[src/sv/vicsek_flock_update_top_assert.svh]
// ---------------------------------------------------------------------------
// Vicsek flock update assertion macros
// Shared assertion forms, clocked on clk_i and disabled while rst_ni is low.
// ---------------------------------------------------------------------------
`ifndef VICSEK_FLOCK_UPDATE_TOP_ASSERT_SVH
`define VICSEK_FLOCK_UPDATE_TOP_ASSERT_SVH

// The property must hold at every clock edge out of reset.
`define VFU_ASSERT(lbl, prop) \
  lbl: assert property (@(posedge clk_i) disable iff (!rst_ni) prop) \
    else $error("vfu: assertion failed");

// The expression must never be true out of reset.
`define VFU_ASSERT_NEVER(lbl, expr) \
  lbl: assert property (@(posedge clk_i) disable iff (!rst_ni) !(expr)) \
    else $error("vfu: forbidden condition seen");

`endif

[src/sv/vfu_pkg.sv]
// ---------------------------------------------------------------------------
// Vicsek flock update package
// Constants, types and the arctangent table shared by the flock update block.
// ---------------------------------------------------------------------------
package vfu_pkg;

  localparam int MAX_PARTICLES = 64;
  localparam int IDX_W         = $clog2(MAX_PARTICLES);
  localparam int ADDR_W        = IDX_W + 1;
  localparam int CNT_W         = IDX_W + 1;
  localparam int POS_W         = 16;
  localparam int CORDIC_STEPS  = 16;
  localparam int STEP_W        = $clog2(CORDIC_STEPS);
  localparam int CW            = 40;
  localparam int REM_W         = 17;
  localparam int REM_CW        = 5;
  localparam int CFG_W         = 32;
  localparam int CFG_IDX_W     = 3;
  localparam int MUL_AW        = 34;
  localparam int MUL_BW        = 18;
  localparam int MUL_PW        = MUL_AW + MUL_BW;

  localparam logic signed [CW-1:0] GAIN_Q30 = 40'sd652032874;

  localparam logic [CFG_IDX_W-1:0] CFG_PARTICLE_COUNT = 3'd0;
  localparam logic [CFG_IDX_W-1:0] CFG_BOX_LENGTH     = 3'd1;
  localparam logic [CFG_IDX_W-1:0] CFG_SPEED_STEP     = 3'd2;
  localparam logic [CFG_IDX_W-1:0] CFG_RADIUS_SQ      = 3'd3;
  localparam logic [CFG_IDX_W-1:0] CFG_NOISE_SCALE    = 3'd4;

  typedef enum logic [1:0] {
    CMD_LOAD   = 2'd0,
    CMD_UPDATE = 2'd1,
    CMD_SWAP   = 2'd2,
    CMD_READ   = 2'd3
  } cmd_e;

  typedef enum logic [4:0] {
    S_IDLE, S_RD, S_OUT, S_SELF_LAT, S_SELF_CS, S_MUL_X, S_WX_ST, S_WX,
    S_MUL_Y, S_WY_ST, S_WY, S_NB_CHK, S_NB_LAT, S_NB_DX, S_NB_DY, S_SQ_X,
    S_SQ_Y, S_NB_CS, S_NOISE, S_ATAN, S_WRITE
  } state_e;

  typedef struct packed {
    logic [POS_W-1:0] x;
    logic [POS_W-1:0] y;
    logic [POS_W-1:0] h;
  } particle_t;

  typedef struct packed {
    logic                 start;
    logic                 vec;
    logic signed [CW-1:0] x;
    logic signed [CW-1:0] y;
    logic [31:0]          z;
  } cord_req_t;

  typedef struct packed {
    logic                 busy;
    logic                 done;
    logic signed [CW-1:0] x;
    logic signed [CW-1:0] y;
    logic [31:0]          z;
  } cord_rsp_t;

  typedef struct packed {
    logic             start;
    logic [REM_W-1:0] dividend;
    logic [REM_W-1:0] divisor;
  } rem_req_t;

  typedef struct packed {
    logic             busy;
    logic             done;
    logic [REM_W-1:0] rem;
  } rem_rsp_t;

  function automatic logic [31:0] atan_entry(input logic [4:0] i);
    logic [31:0] a;
    unique case (i)
      5'd0:  a = 32'd536870912;
      5'd1:  a = 32'd316933406;
      5'd2:  a = 32'd167458907;
      5'd3:  a = 32'd85004756;
      5'd4:  a = 32'd42667331;
      5'd5:  a = 32'd21354465;
      5'd6:  a = 32'd10679838;
      5'd7:  a = 32'd5340245;
      5'd8:  a = 32'd2670163;
      5'd9:  a = 32'd1335087;
      5'd10: a = 32'd667544;
      5'd11: a = 32'd333772;
      5'd12: a = 32'd166886;
      5'd13: a = 32'd83443;
      5'd14: a = 32'd41722;
      5'd15: a = 32'd20861;
      5'd16: a = 32'd10430;
      5'd17: a = 32'd5215;
      5'd18: a = 32'd2608;
      5'd19: a = 32'd1304;
      5'd20: a = 32'd652;
      5'd21: a = 32'd326;
      5'd22: a = 32'd163;
      5'd23: a = 32'd81;
      default: a = 32'd0;
    endcase
    return a;
  endfunction

endpackage

[src/sv/vfu_rem.sv]
// ---------------------------------------------------------------------------
// Vicsek flock update remainder unit
// Restoring division, one quotient bit per cycle, remainder only.
// ---------------------------------------------------------------------------
module vfu_rem (
  input  logic               clk_i,
  input  logic               rst_ni,
  input  vfu_pkg::rem_req_t  req_i,
  output vfu_pkg::rem_rsp_t  rsp_o
);

  localparam logic [vfu_pkg::REM_CW-1:0] LAST = vfu_pkg::REM_CW'(vfu_pkg::REM_W - 1);

  logic                         busy_q, done_q;
  logic [vfu_pkg::REM_CW-1:0]   cnt_q;
  logic [vfu_pkg::REM_W-1:0]    dvd_q, div_q, r_q;
  logic [vfu_pkg::REM_W:0]      trial, r_next;

  always_comb begin
    trial  = {r_q, dvd_q[vfu_pkg::REM_W-1]};
    r_next = (trial >= {1'b0, div_q}) ? trial - {1'b0, div_q} : trial;
  end

  always_ff @(posedge clk_i or negedge rst_ni) begin
    if (!rst_ni) begin
      busy_q <= 1'b0;
      done_q <= 1'b0;
      cnt_q  <= '0;
    end else begin
      done_q <= 1'b0;
      if (req_i.start) begin
        busy_q <= 1'b1;
        cnt_q  <= '0;
      end else if (busy_q) begin
        cnt_q <= cnt_q + 1'b1;
        if (cnt_q == LAST) begin
          busy_q <= 1'b0;
          done_q <= 1'b1;
        end
      end
    end
  end

  always_ff @(posedge clk_i) begin
    if (req_i.start) begin
      dvd_q <= req_i.dividend;
      div_q <= req_i.divisor;
      r_q   <= '0;
    end else if (busy_q) begin
      dvd_q <= {dvd_q[vfu_pkg::REM_W-2:0], 1'b0};
      r_q   <= r_next[vfu_pkg::REM_W-1:0];
    end
  end

  assign rsp_o.busy = busy_q;
  assign rsp_o.done = done_q;
  assign rsp_o.rem  = r_q;

endmodule

[config.mk]
export PLATFORM = sky130hd
export DESIGN_NAME = vfu_rem
export DESIGN_NICKNAME = d
export VERILOG_FILES = /design/src/sv/vicsek_flock_update_top_assert.svh /design/src/sv/vfu_pkg.sv /design/src/sv/vfu_rem.sv
export SDC_FILE = /design/constraint.sdc
export NUM_CORES = 1
export LEC_CHECK = 0
export BUFFER_PORTS_ARGS = -buffer_cell sky130_fd_sc_hd__buf_2
export CORE_MARGIN = 5
export CORE_UTILIZATION = 30
export DETAILED_ROUTE_END_ITERATION = 6
export GPL_ROUTABILITY_DRIVEN = 0
export HOLD_SLACK_MARGIN = 0.02
export PLACE_DENSITY = 0.56
export REMOVE_ABC_BUFFERS = 1
export SYNTH_ARGS = -nofsm -noshare
export SYNTH_HDL_FRONTEND = slang
export SYNTH_SLANG_ARGS = --single-unit
[constraint.sdc]
create_clock -name clk_i -period 2.3 [get_ports clk_i]
set_input_delay 0 -clock clk_i [delete_from_list [all_inputs] [get_ports clk_i]]
set_output_delay 0 -clock clk_i [all_outputs]
set_load 0.05 [all_outputs]
==> results of run 1 <==
-- registers in the layout (all words and copies together), names as in the netlist --
signal / cells
busy_q: 1
done_q: 1
r_q: 17
dvd_q: 17
div_q: 17
cnt_q: 5
-- stage by stage --
stage	setup TNS, ns	cell area (µm²)
detailed placement	-3.337	4086
global route	-2.405	4872
CTS	-0.1680	4762
floorplan	-10.99	3226
global placement	-2.575	4086
finish	-0.3193	4872
-- layout make-up --
cell class | count | area [µm²]
Sequential cell | 58 | 1536
Fill cell | 1022 | 5921
Clock buffer | 10 | 127.6
Clock inverter | 6 | 57.56
Timing Repair Buffer | 153 | 1132
Inverter | 25 | 93.84
Tap cell | 140 | 175.2
Multi-Input combinational cell | 216 | 1749
-- how the worst max path moves through the flow --
stage / start / end / slack (ns) / cells after the start
after floorplan: r_q[0] / r_q[0] / -0.84 / 7
after global placement: dvd_q[16] / r_q[4] / -0.21 / 11
after detailed placement: div_q[0] / r_q[0] / -0.27 / 9
after CTS: dvd_q[16] / r_q[0] / -0.04 / 11
after global routing: dvd_q[16] / r_q[15] / -0.21 / 14
final: dvd_q[16] / r_q[12] / -0.07 / 12
-- report_power, final --
part / internal, mW / switching (mW) / total (mW) / leakage, nW
registers: 1.28 / 0.0965 / 1.37 / 0.577
clock network: 0.490 / 0.420 / 0.910 / 0.0874
logic: 1.36 / 1.60 / 2.96 / 1.51
-- layer usage --
layer | share of wire | global-route usage | vias to the layer above
li1 | - | - | 1432
met1 | 0.44 | 0.1486 | 1313
met2 | 0.49 | 0.2172 | 59
met3 | 0.054 | 0.04474 | 19
met4 | 0.023 | 0.05321 | 0
met5 | 0 | 0 | -
-- worst max-delay path: stages, from the launching register on --
cell and delay (ns):
sky130_fd_sc_hd__edfxtp_1 0.38, sky130_fd_sc_hd__inv_2 0.09, sky130_fd_sc_hd__ha_4 0.14, sky130_fd_sc_hd__inv_2 0.03, sky130_fd_sc_hd__fa_2 0.35, sky130_fd_sc_hd__a21oi_2 0.17
sky130_fd_sc_hd__o211ai_1 0.13, sky130_fd_sc_hd__a21oi_2 0.24, sky130_fd_sc_hd__o31ai_4 0.08, sky130_fd_sc_hd__buf_6 0.15, sky130_fd_sc_hd__buf_6 0.11, sky130_fd_sc_hd__or3_1 0.31
sky130_fd_sc_hd__o211ai_1 0.09
-- cells in the final DEF, fill, tap and decap left out, drive strengths merged, types with 8 or more instances in the layout --
cell type	synthesis	final
buf	8	117
dlygate4sd3	0	36
edfxtp	34	34
inv	25	25
a21oi	25	25
nor2	24	24
ha	19	19
nand2	18	18
dfxtp	17	17
mux2	17	17
o21ai	17	17
xnor2	10	10
clkbuf	5	10
a211oi	10	10
nor3	9	9
mux2i	8	8
-- kinds of logic (layout without fill, tap and decap cells) --
kind of cell    count (synthesis)  after routing
compound gates                 79             79
xor+xnor                       17             17
fa+ha+maj                      20             20
buf+inv                        38            194
flops                          58             58
mux                            25             25
simple gates                   75             75
-- repair_timing --
item	CTS	global route
pin swaps	20	10
endpoints found under the hold margin	41	0
setup endpoints to repair	17	17
hold buffers	36	0
buffers inserted	6	3
gates resized for setup	23	20
==> impl_table.tex, run 1 <==
\begin{tabular}{lr}
\hline
Metric & Value \\
\hline
\multicolumn{2}{l}{\textbf{Setup path}} \\
Type of the setup path with the least slack & flip-flop to flip-flop \\
Path depth of the worst reg2reg path & 12 \\
R2r setup slk & -0.07 ns \\
FF-to-FF End & r\_q[12] \\
Maximum fanout encountered on the critical timing path & 3 \\
Endpoint type of the worst setup path & flip-flop \\
Nature of the critical path startpoint & flip-flop \\
Worst Path Required & approximately 2.6 ns \\
Arrival @ worst endpoint & roughly 2.6 ns \\
Worst reg2reg startpoint & dvd\_q[16] \\
\multicolumn{2}{l}{\textbf{Synthesis}} \\
Cell types with the highest counts after synthesis & sky130\_fd\_sc\_hd\_\_edfxtp\_1 (34), sky130\_fd\_sc\_hd\_\_a21oi\_1 (25), sky130\_fd\_sc\_hd\_\_inv\_1 (25) \\
Fraction of registers with async set or reset after synthesis & 0.1207 \\
Yosys warning total & 0 \\
Dominant register cell in the synthesized netlist & sky130\_fd\_sc\_hd\_\_edfxtp\_1 \\
Post-synth EDFFs & 34 \\
Most numerous cell in the Yosys netlist & sky130\_fd\_sc\_hd\_\_edfxtp\_1 \\
Top area cells in the synthesized netlist & sky130\_fd\_sc\_hd\_\_edfxtp\_1 (31\%), sky130\_fd\_sc\_hd\_\_dfxtp\_1 (10\%), sky130\_fd\_sc\_hd\_\_ha\_1 (7.2\%) \\
Post-synthesis adder-cell area fraction & 0.07803 \\
Fraction of synthesized cell area taken by the top area cell type & 0.3091 \\
XOR/XNOR share of the synthesized area & 0.04508 \\
Portion of netlist area occupied by mux cells & 0.08220 \\
Register bit count reported by yosys & between 50 and 60 \\
Fraction of the mapped netlist area in simple logic gates & 0.1170 \\
Cell area after synthesis & between 3000 and 4000 µm² \\
Distinct cell type count after synthesis & 53 \\
Top cell type by total area after synthesis & sky130\_fd\_sc\_hd\_\_edfxtp\_1 \\
Post-synthesis compound-gate area fraction & 0.1606 \\
Sequential area share after synthesis & 0.4652 \\
Largest family of logic cells by synthesized area & compound AO/OA/AOI/OAI gates \\
Mean cell area of the mapped netlist & $\sim$11 µm² \\
Cell count after synthesis & around 310 \\
\multicolumn{2}{l}{\textbf{Global route}} \\
Grt ovf & 0 \\
Largest net degree at the start of global routing & 33 \\
Vias in the first global route & about 3000 \\
Global-route total usage across every layer & 0.1287 \\
Number of antenna violations at the first check in global routing & 0 \\
First-pass GRT wire length & about 13000 µm \\
\multicolumn{2}{l}{\textbf{Die}} \\
Die area & roughly 13000 µm² \\
Height of the die & between 100 and 150 µm \\
Initial Utilization & 0.3061 \\
Number of cell rows & 38 \\
Core outline area & 10790 µm² \\
Top-Level Pins & 56 \\
Horiz. Die Dim & between 100 and 150 µm \\
\multicolumn{2}{l}{\textbf{CTS}} \\
Num CTS Buffers & 9 \\
\# H-tree levels & 3 \\
Clock latency on the worst-skew pair & 0.35 ns \\
Number of buffers between clock root and the deepest sink & 2 \\
Clock tree from TritonCTS & done \\
Clock-pin slew of the registers on the worst-case setup and hold paths & roughly 0.07 ns \\
Clock root buffer master & sky130\_fd\_sc\_hd\_\_clkbuf\_8 \\
Number of clock sinks & 58 \\
\multicolumn{2}{l}{\textbf{Power}} \\
Power consumption & $\sim$5.2 mW \\
Worst IR drop on VDD & 0.0005046 V \\
Power per standard cell area & approximately 1100 nW/µm² \\
Static leakage power & $\sim$2.2 nW \\
\multicolumn{2}{l}{\textbf{Cells and area}} \\
Final Net Count & 520 \\
Utilization of the core after routing & 0.4514 \\
Final cell count without fillers & between 600 and 700 \\
Fraction of final layout cells sized beyond drive strength 1 & 0.3910 \\
Area growth from synthesis to layout & 47.50\% \\
Total inserted antenna cells & 0 \\
\multicolumn{2}{l}{\textbf{Min path}} \\
Worst min-delay path category & primary input to flip-flop \\
Hold depth & 4 \\
Hold path startpoint & req\_i[34] \\
Hold EP & r\_q[2] \\
\multicolumn{2}{l}{\textbf{Placement}} \\
Cell total after placement & between 500 and 600 \\
\# port buffers & 55 \\
Half-perimeter wire length after detailed placement & between 5000 and 6000 µm \\
Post-placement setup slack & -0.2709 ns \\
\multicolumn{2}{l}{\textbf{Route}} \\
Number of detailed-route iterations in the first pass & 4 \\
Remaining design rule violation count & 0 \\
Wire length after detailed routing & between 8000 and 9000 µm \\
Wire per inst & between 10 and 15 µm \\
Avg Vias per Cell & between 4 and 5 \\
Number of DRC violations after detailed-routing iteration 0 & around 100 \\
Total via count in the routed design & 2823 \\
Post-detailed-route count of antenna-violating nets & 0 \\
\multicolumn{2}{l}{\textbf{STA}} \\
Ratio of final minimum period to clock period & 1.028 \\
Setup repair after global routing missed its margin & true \\
Final hold violations & 0 \\
Worst slew margin & 0.5309 \\
Total count of max-transition violations in the final report & 0 \\
Count of final setup violators & 13 \\
Clock Skew & roughly 0.012 ns \\
Worst hold-check slack & roughly 0.16 ns \\
Max Clock Freq & about 0.42 GHz \\
Final setup margin & -0.06502 ns \\
Transition time at the pin with the least slew margin & between 0.7 and 0.8 ns \\
Min Clock Period, post-route & 2.365 ns \\
\multicolumn{2}{l}{\textbf{Outcome}} \\
Violations in the final reports & setup timing \\
Outcome & finished with violations \\
\multicolumn{2}{l}{\textbf{Run}} \\
Count of maximum capacitance violations & 0 \\
\hline
\end{tabular}
Note: power is estimated with default switching activity, not from simulation.
==> run 2: changes to the inputs <==
--- a/config.mk
+++ b/config.mk
@@ -7,11 +7,11 @@
 export LEC_CHECK = 0
 export BUFFER_PORTS_ARGS = -buffer_cell sky130_fd_sc_hd__buf_2
 export CORE_MARGIN = 5
-export CORE_UTILIZATION = 30
+export CORE_UTILIZATION = 50
 export DETAILED_ROUTE_END_ITERATION = 6
 export GPL_ROUTABILITY_DRIVEN = 0
 export HOLD_SLACK_MARGIN = 0.02
-export PLACE_DENSITY = 0.56
+export PLACE_DENSITY_LB_ADDON = 0.08
 export REMOVE_ABC_BUFFERS = 1
 export SYNTH_ARGS = -nofsm -noshare
 export SYNTH_HDL_FRONTEND = slang
==> impl_table.tex, run 2 (synthesis gave the netlist of run 1 again) <==
\begin{tabular}{lr}
\hline
Metric & Value \\
\hline
\multicolumn{2}{l}{\textbf{Run}} \\
Count of maximum capacitance violations & 0 \\
\multicolumn{2}{l}{\textbf{STA}} \\
Worst slew margin & 0.5758 \\
Transition time at the pin with the least slew margin & roughly 0.64 ns \\
Setup repair after global routing missed its margin & true \\
Clock Skew & $\sim$0.0077 ns \\
Final setup margin & -0.1527 ns \\
Min Clock Period, post-route & $\sim$2.5 ns \\
Count of final setup violators & 17 \\
Ratio of final minimum period to clock period & 1.066 \\
Final hold violations & 0 \\
Final-layout setup total negative slack & -1.342 ns \\
Total count of max-transition violations in the final report & 0 \\
Max Clock Freq & slightly above 0.4 GHz \\
\multicolumn{2}{l}{\textbf{Route}} \\
Number of detailed-route iterations in the first pass & 4 \\
Wire per inst & $\sim$16 µm \\
Number of DRC violations after detailed-routing iteration 0 & 106 \\
Avg Vias per Cell & 5.275 \\
Remaining design rule violation count & 0 \\
Total via count in the routed design & approximately 2900 \\
Wire length after detailed routing & 8649 µm \\
Post-detailed-route count of antenna-violating nets & 0 \\
\multicolumn{2}{l}{\textbf{Global route}} \\
Vias in the first global route & 3120 \\
Largest net degree at the start of global routing & 23 \\
First-pass GRT wire length & between 10000 and 15000 µm \\
Number of antenna violations at the first check in global routing & 0 \\
Global-route total usage across every layer & 0.2159 \\
Grt ovf & 0 \\
\multicolumn{2}{l}{\textbf{Power}} \\
Static leakage power & 2.217 nW \\
Power per standard cell area & 1125 nW/µm² \\
Worst IR drop on VDD & just over 0.0008 V \\
Power consumption & approximately 5.6 mW \\
\multicolumn{2}{l}{\textbf{Placement}} \\
Half-perimeter wire length after detailed placement & $\sim$5800 µm \\
\# port buffers & 55 \\
\multicolumn{2}{l}{\textbf{Die}} \\
Top-Level Pins & 56 \\
Height of the die & 91.28 µm \\
Initial Utilization & 0.5172 \\
Core outline area & 6386 µm² \\
Number of cell rows & 29 \\
Horiz. Die Dim & just over 90 µm \\
Die area & roughly 8300 µm² \\
\multicolumn{2}{l}{\textbf{CTS}} \\
Clock latency on the worst-skew pair & 0.35 ns \\
Num CTS Buffers & 9 \\
Clock tree from TritonCTS & done \\
Clock root buffer master & sky130\_fd\_sc\_hd\_\_clkbuf\_8 \\
Number of buffers between clock root and the deepest sink & 2 \\
\# H-tree levels & 3 \\
Number of clock sinks & 58 \\
Clock-pin slew of the registers on the worst-case setup and hold paths & roughly 0.070 ns \\
\multicolumn{2}{l}{\textbf{Setup path}} \\
Worst Path Required & about 2.6 ns \\
Nature of the critical path startpoint & flip-flop \\
Delay of the slowest cell on the worst path & around 0.4 ns \\
Endpoint type of the worst setup path & flip-flop \\
Arrival @ worst endpoint & 2.70 ns \\
Max stage delay cell, worst path & sky130\_fd\_sc\_hd\_\_edfxtp\_1 \\
Worst path cell trace & inv\_2, ha\_4, inv\_2, fa\_2, a21oi\_2, o211ai\_1, a21oi\_2, buf\_4, o31ai\_4, buf\_6, buf\_6, mux2i\_1, a211oi\_1 \\
Maximum fanout encountered on the critical timing path & 4 \\
Type of the setup path with the least slack & flip-flop to flip-flop \\
\multicolumn{2}{l}{\textbf{Cells and area}} \\
Area growth from synthesis to layout & 50.27\% \\
Most common cell after layout, fill and taps aside & sky130\_fd\_sc\_hd\_\_buf\_4 \\
Final Net Count & roughly 530 \\
Fraction of final layout cells sized beyond drive strength 1 & 0.4259 \\
Registers with the most flip-flops & div\_q (17), dvd\_q (17), r\_q (17) \\
Commonest cells after routing, fill and taps aside & sky130\_fd\_sc\_hd\_\_buf\_4 (65), sky130\_fd\_sc\_hd\_\_buf\_2 (55), sky130\_fd\_sc\_hd\_\_dlygate4sd3\_1 (36) \\
Total inserted antenna cells & 0 \\
\multicolumn{2}{l}{\textbf{Outcome}} \\
Outcome & finished with violations \\
Violations in the final reports & setup timing \\
\multicolumn{2}{l}{\textbf{Min path}} \\
Worst min-delay path category & primary input to flip-flop \\
\hline
\end{tabular}
==> run 2: path summary, 6_finish.rpt <==
kind | start | endpoint | slack [ns] | depth (start not counted)
max in group asynchronous | rst_ni | busy_q | 1.46 | 3
worst min register to register | r_q[16] | r_q[16] | 0.55 | 2
worst max register to register | dvd_q[16] | r_q[4] | -0.15 | 13
worst min-delay path | req_i[34] | div_q[10] | 0.12 | 1
worst max-delay path | dvd_q[16] | r_q[4] | -0.15 | 13
min in group asynchronous | rst_ni | cnt_q[2] | 0.60 | 3
==> run 2: through the flow <==
step | cells | setup WS (ns) | hold WS (ns) | area (µm²) | util
after floorplan | 299 | -0.8377 | -0.2956 | 3226 | -
after global placement | 488 | -0.2946 | -0.1593 | 4025 | 0.6303
after detailed placement | 488 | -0.4014 | -0.1530 | 4025 | 0.6303
after CTS | 554 | -0.1484 | 0.1193 | 4817 | 0.7543
after global routing | 556 | -0.3057 | 0.1367 | 4964 | 0.7772
final | 556 | -0.1527 | 0.1236 | 4964 | 0.7772
==> run 2: worst max-delay path, delay by kind of cell, from the launching register on <==
family | cells | cell delay, ns
AOI/OAI and AO/OA | 5 | 0.83
buffers and inverters | 5 | 0.53
adders and majority gates | 2 | 0.48
DFF | 1 | 0.39
muxes | 1 | 0.12
==> run 2: cell type report <==
class	instances	area [µm²]
Clock buffer	10	127.6
Inverter	25	93.84
Clock inverter	6	81.33
Timing Repair Buffer	163	1202
Fill cell	448	1423
Tap cell	77	96.34
Multi-Input combinational cell	217	1826
Sequential cell	58	1536
==> run 2: where the power goes <==
group | switching [mW] | internal [mW] | total (mW) | leakage, nW
Combinational | 1.71 | 1.48 | 3.19 | 1.54
Sequential | 0.0959 | 1.28 | 1.37 | 0.577
Clock | 0.416 | 0.602 | 1.02 | 0.104
==> run 2: layer usage <==
metal	up-vias	GRT usage	wire length, µm
met3	17	0.05620	304
met4	0	0.08680	185
met5	-	0	0
li1	1451	-	-
met2	47	0.3780	4468
met1	1418	0.2503	3690
==> run 2: what timing repair did <==
action / CTS / global route
endpoints found under the hold margin: 41 / 0
resized for setup: 29 / 29
gates cloned: 1 / 0
hold buffers: 36 / 0
buffers inserted: 33 / 4
endpoints found under the setup margin: 17 / 17
pin swaps: 24 / 17
==> run 3: changes to the inputs <==
--- a/config.mk
+++ b/config.mk
@@ -10,7 +10,8 @@
 export CORE_UTILIZATION = 50
 export DETAILED_ROUTE_END_ITERATION = 6
 export GPL_ROUTABILITY_DRIVEN = 0
-export HOLD_SLACK_MARGIN = 0.02
+export GPL_TIMING_DRIVEN = 0
+export HOLD_SLACK_MARGIN = 0.15
 export PLACE_DENSITY_LB_ADDON = 0.08
 export REMOVE_ABC_BUFFERS = 1
 export SYNTH_ARGS = -nofsm -noshare
==> impl_table.tex, run 3 (synthesis gave the netlist of run 1 again) <==
\begin{tabular}{lr}
\hline
Metric & Value \\
\hline
\multicolumn{2}{l}{\textbf{STA}} \\
Final hold violations & 0 \\
Clock Skew & about 0.011 ns \\
Transition time at the pin with the least slew margin & between 1 and 1.5 ns \\
Total count of max-transition violations in the final report & 0 \\
Setup repair after global routing missed its margin & true \\
Worst slew margin & 0.2032 \\
Ratio of final minimum period to clock period & 1.032 \\
Count of final setup violators & 10 \\
Max Clock Freq & 0.4214 GHz \\
Final-layout setup total negative slack & -0.3190 ns \\
Min Clock Period, post-route & 2.373 ns \\
Final setup margin & -0.07327 ns \\
Worst hold-check slack & approximately 0.37 ns \\
\multicolumn{2}{l}{\textbf{Cells and area}} \\
Total inserted antenna cells & 0 \\
Commonest cells after routing, fill and taps aside & sky130\_fd\_sc\_hd\_\_buf\_2 (55), sky130\_fd\_sc\_hd\_\_dlygate4sd3\_1 (36), sky130\_fd\_sc\_hd\_\_edfxtp\_1 (34) \\
Final cell count without fillers & 500 \\
Fraction of final layout cells sized beyond drive strength 1 & 0.3570 \\
Area of combinational cells with multiple inputs & 1799 µm² \\
Registers with the most flip-flops & div\_q (17), dvd\_q (17), r\_q (17) \\
Final Net Count & around 480 \\
Storage cell area & roughly 1500 µm² \\
Utilization of the core after routing & 0.7087 \\
Fillers & 480 \\
Post-layout instance area & approximately 4500 µm² \\
Most common cell after layout, fill and taps aside & sky130\_fd\_sc\_hd\_\_buf\_2 \\
Area growth from synthesis to layout & 37.01\% \\
\multicolumn{2}{l}{\textbf{Setup path}} \\
Nature of the critical path startpoint & flip-flop \\
Max stage delay cell, worst path & sky130\_fd\_sc\_hd\_\_edfxtp\_1 \\
Worst Path Required & roughly 2.5 ns \\
Worst reg2reg startpoint & div\_q[0] \\
R2r setup slk & -0.07 ns \\
Delay-heaviest family, CP & compound AO/OA/AOI/OAI gates \\
Maximum fanout encountered on the critical timing path & 5 \\
Type of the setup path with the least slack & flip-flop to flip-flop \\
Delay of the slowest cell on the worst path & between 0.4 and 0.5 ns \\
Worst path cell trace & ha\_4, inv\_2, fa\_2, a21oi\_4, o211ai\_1, a21oi\_2, o31ai\_4, buf\_8, mux2\_4, a211oi\_2 \\
Path depth of the worst reg2reg path & 10 \\
Endpoint type of the worst setup path & flip-flop \\
Worst path buffer plus inverter count & 2 \\
FF-to-FF End & r\_q[0] \\
Arrival @ worst endpoint & 2.62 ns \\
\multicolumn{2}{l}{\textbf{CTS}} \\
Clock-pin slew of the registers on the worst-case setup and hold paths & 0.07 ns \\
Clock latency on the worst-skew pair & about 0.33 ns \\
Num CTS Buffers & 9 \\
\# H-tree levels & 3 \\
Clock tree from TritonCTS & done \\
Number of clock sinks & 58 \\
Number of buffers between clock root and the deepest sink & 2 \\
Clock root buffer master & sky130\_fd\_sc\_hd\_\_clkbuf\_8 \\
\multicolumn{2}{l}{\textbf{Power}} \\
Share of power burned in the clock network & 0.191 \\
Sequential share of power & 0.289 \\
Internal power & $\sim$3.0 mW \\
Switching Power & between 2 and 2.5 mW \\
Power per standard cell area & around 1100 nW/µm² \\
Share of power burned in combinational logic & 0.520 \\
Sw frac & 0.4059 \\
Worst IR drop on VDD & just under 0.0009 V \\
Static leakage power & about 1.9 nW \\
\multicolumn{2}{l}{\textbf{Placement}} \\
\# port buffers & between 50 and 60 \\
Half-perimeter wire length after detailed placement & roughly 4600 µm \\
Cell total after placement & 432 \\
Placement-stage cell area & between 3000 and 4000 µm² \\
\multicolumn{2}{l}{\textbf{Outcome}} \\
Violations in the final reports & setup timing \\
Outcome & finished with violations \\
\multicolumn{2}{l}{\textbf{Die}} \\
Horiz. Die Dim & slightly above 90 µm \\
Core outline area & 6386 µm² \\
Number of cell rows & 29 \\
Height of the die & between 90 and 100 µm \\
Top-Level Pins & 56 \\
Initial Utilization & 0.5172 \\
Die area & roughly 8300 µm² \\
\multicolumn{2}{l}{\textbf{Route}} \\
Wire length after detailed routing & between 7000 and 8000 µm \\
Post-detailed-route count of antenna-violating nets & 0 \\
Number of detailed-route iterations in the first pass & 4 \\
Total via count in the routed design & between 2000 and 3000 \\
Remaining design rule violation count & 0 \\
Avg Vias per Cell & 5.334 \\
Wire per inst & around 15 µm \\
Number of DRC violations after detailed-routing iteration 0 & about 120 \\
\multicolumn{2}{l}{\textbf{Min path}} \\
Hold depth & 2 \\
Worst min-delay path category & primary input to flip-flop \\
Hold EP & div\_q[11] \\
Hold path startpoint & req\_i[11] \\
\multicolumn{2}{l}{\textbf{Global route}} \\
Number of antenna violations at the first check in global routing & 0 \\
Global-route total usage across every layer & 0.1770 \\
First-pass GRT wire length & $\sim$12000 µm \\
Vias in the first global route & 2675 \\
Largest net degree at the start of global routing & 58 \\
Grt ovf & 0 \\
\multicolumn{2}{l}{\textbf{Run}} \\
Count of maximum capacitance violations & 0 \\
\hline
\end{tabular}
[run 3: changes by cell type in the layout (fill, tap and decap cells not counted), sizes merged]
| cell | delta |
|---|---|
| clkinv | -1 |
| clkbuf | +2 |
| bufinv | -1 |
| buf | -55 |
| o31ai | -1 |
[run 3: final cells by class]
cell class / instances / area share
multi-input cells: 216 / 0.3976
clock buffers: 12 / 0.03428
repair buffers: 108 / 0.1745
flip-flops and latches: 58 / 0.3403
well taps: 77 / 0.02129
clock inverters: 4 / 0.01134
inverters: 25 / 0.02074
[run 3: worst max-delay path by stage]
stage	cells past startpoint	slack (ns)	to	startpoint
2_1_floorplan	7	-0.84	r_q[0]	r_q[0]
4_1_cts	10	-0.09	r_q[4]	div_q[0]
6_report	10	-0.07	r_q[0]	div_q[0]
3_3_place_gp	9	-1.52	r_q[12]	div_q[0]
5_1_grt	12	-0.21	r_q[16]	div_q[0]
3_5_place_dp	11	-0.66	r_q[0]	dvd_q[16]
[run 3: through the flow]
stage	total power, mW	worst slack (ns)
finish	4.999	-0.07327
CTS	4.737	-0.08703
detailed placement	3.489	-0.6644
global placement	3.418	-1.515
floorplan	3.007	-0.8377
global route	5.314	-0.2102
[run 3: what timing repair did]
item | in CTS | in global routing
hold buffers | 36 | 0
gates resized for setup | 16 | 43
pin swaps | 10 | 16
gates cloned | 1 | 1
endpoints found under the hold margin | 41 | 0
buffers inserted | 9 | 6
endpoints found under the setup margin | 34 | 17
[run 3: per-layer routing]
metal	global-route usage	routed length, µm	up-vias
met2	0.2879	3616	55
met1	0.2264	3346	1257
li1	-	-	1341
met4	0.05379	149	0
met5	0	0	-
met3	0.05455	317	14
[run 3: power groups by stage]
stage	clock network [mW]	registers [mW]	logic, mW
3_3_place_gp	0	1.44	1.98
5_1_grt	1.03	1.47	2.81
2_1_floorplan	0	1.79	1.21
6_report	0.953	1.45	2.60
4_1_cts	0.977	1.43	2.33
3_5_place_dp	0	1.45	2.04
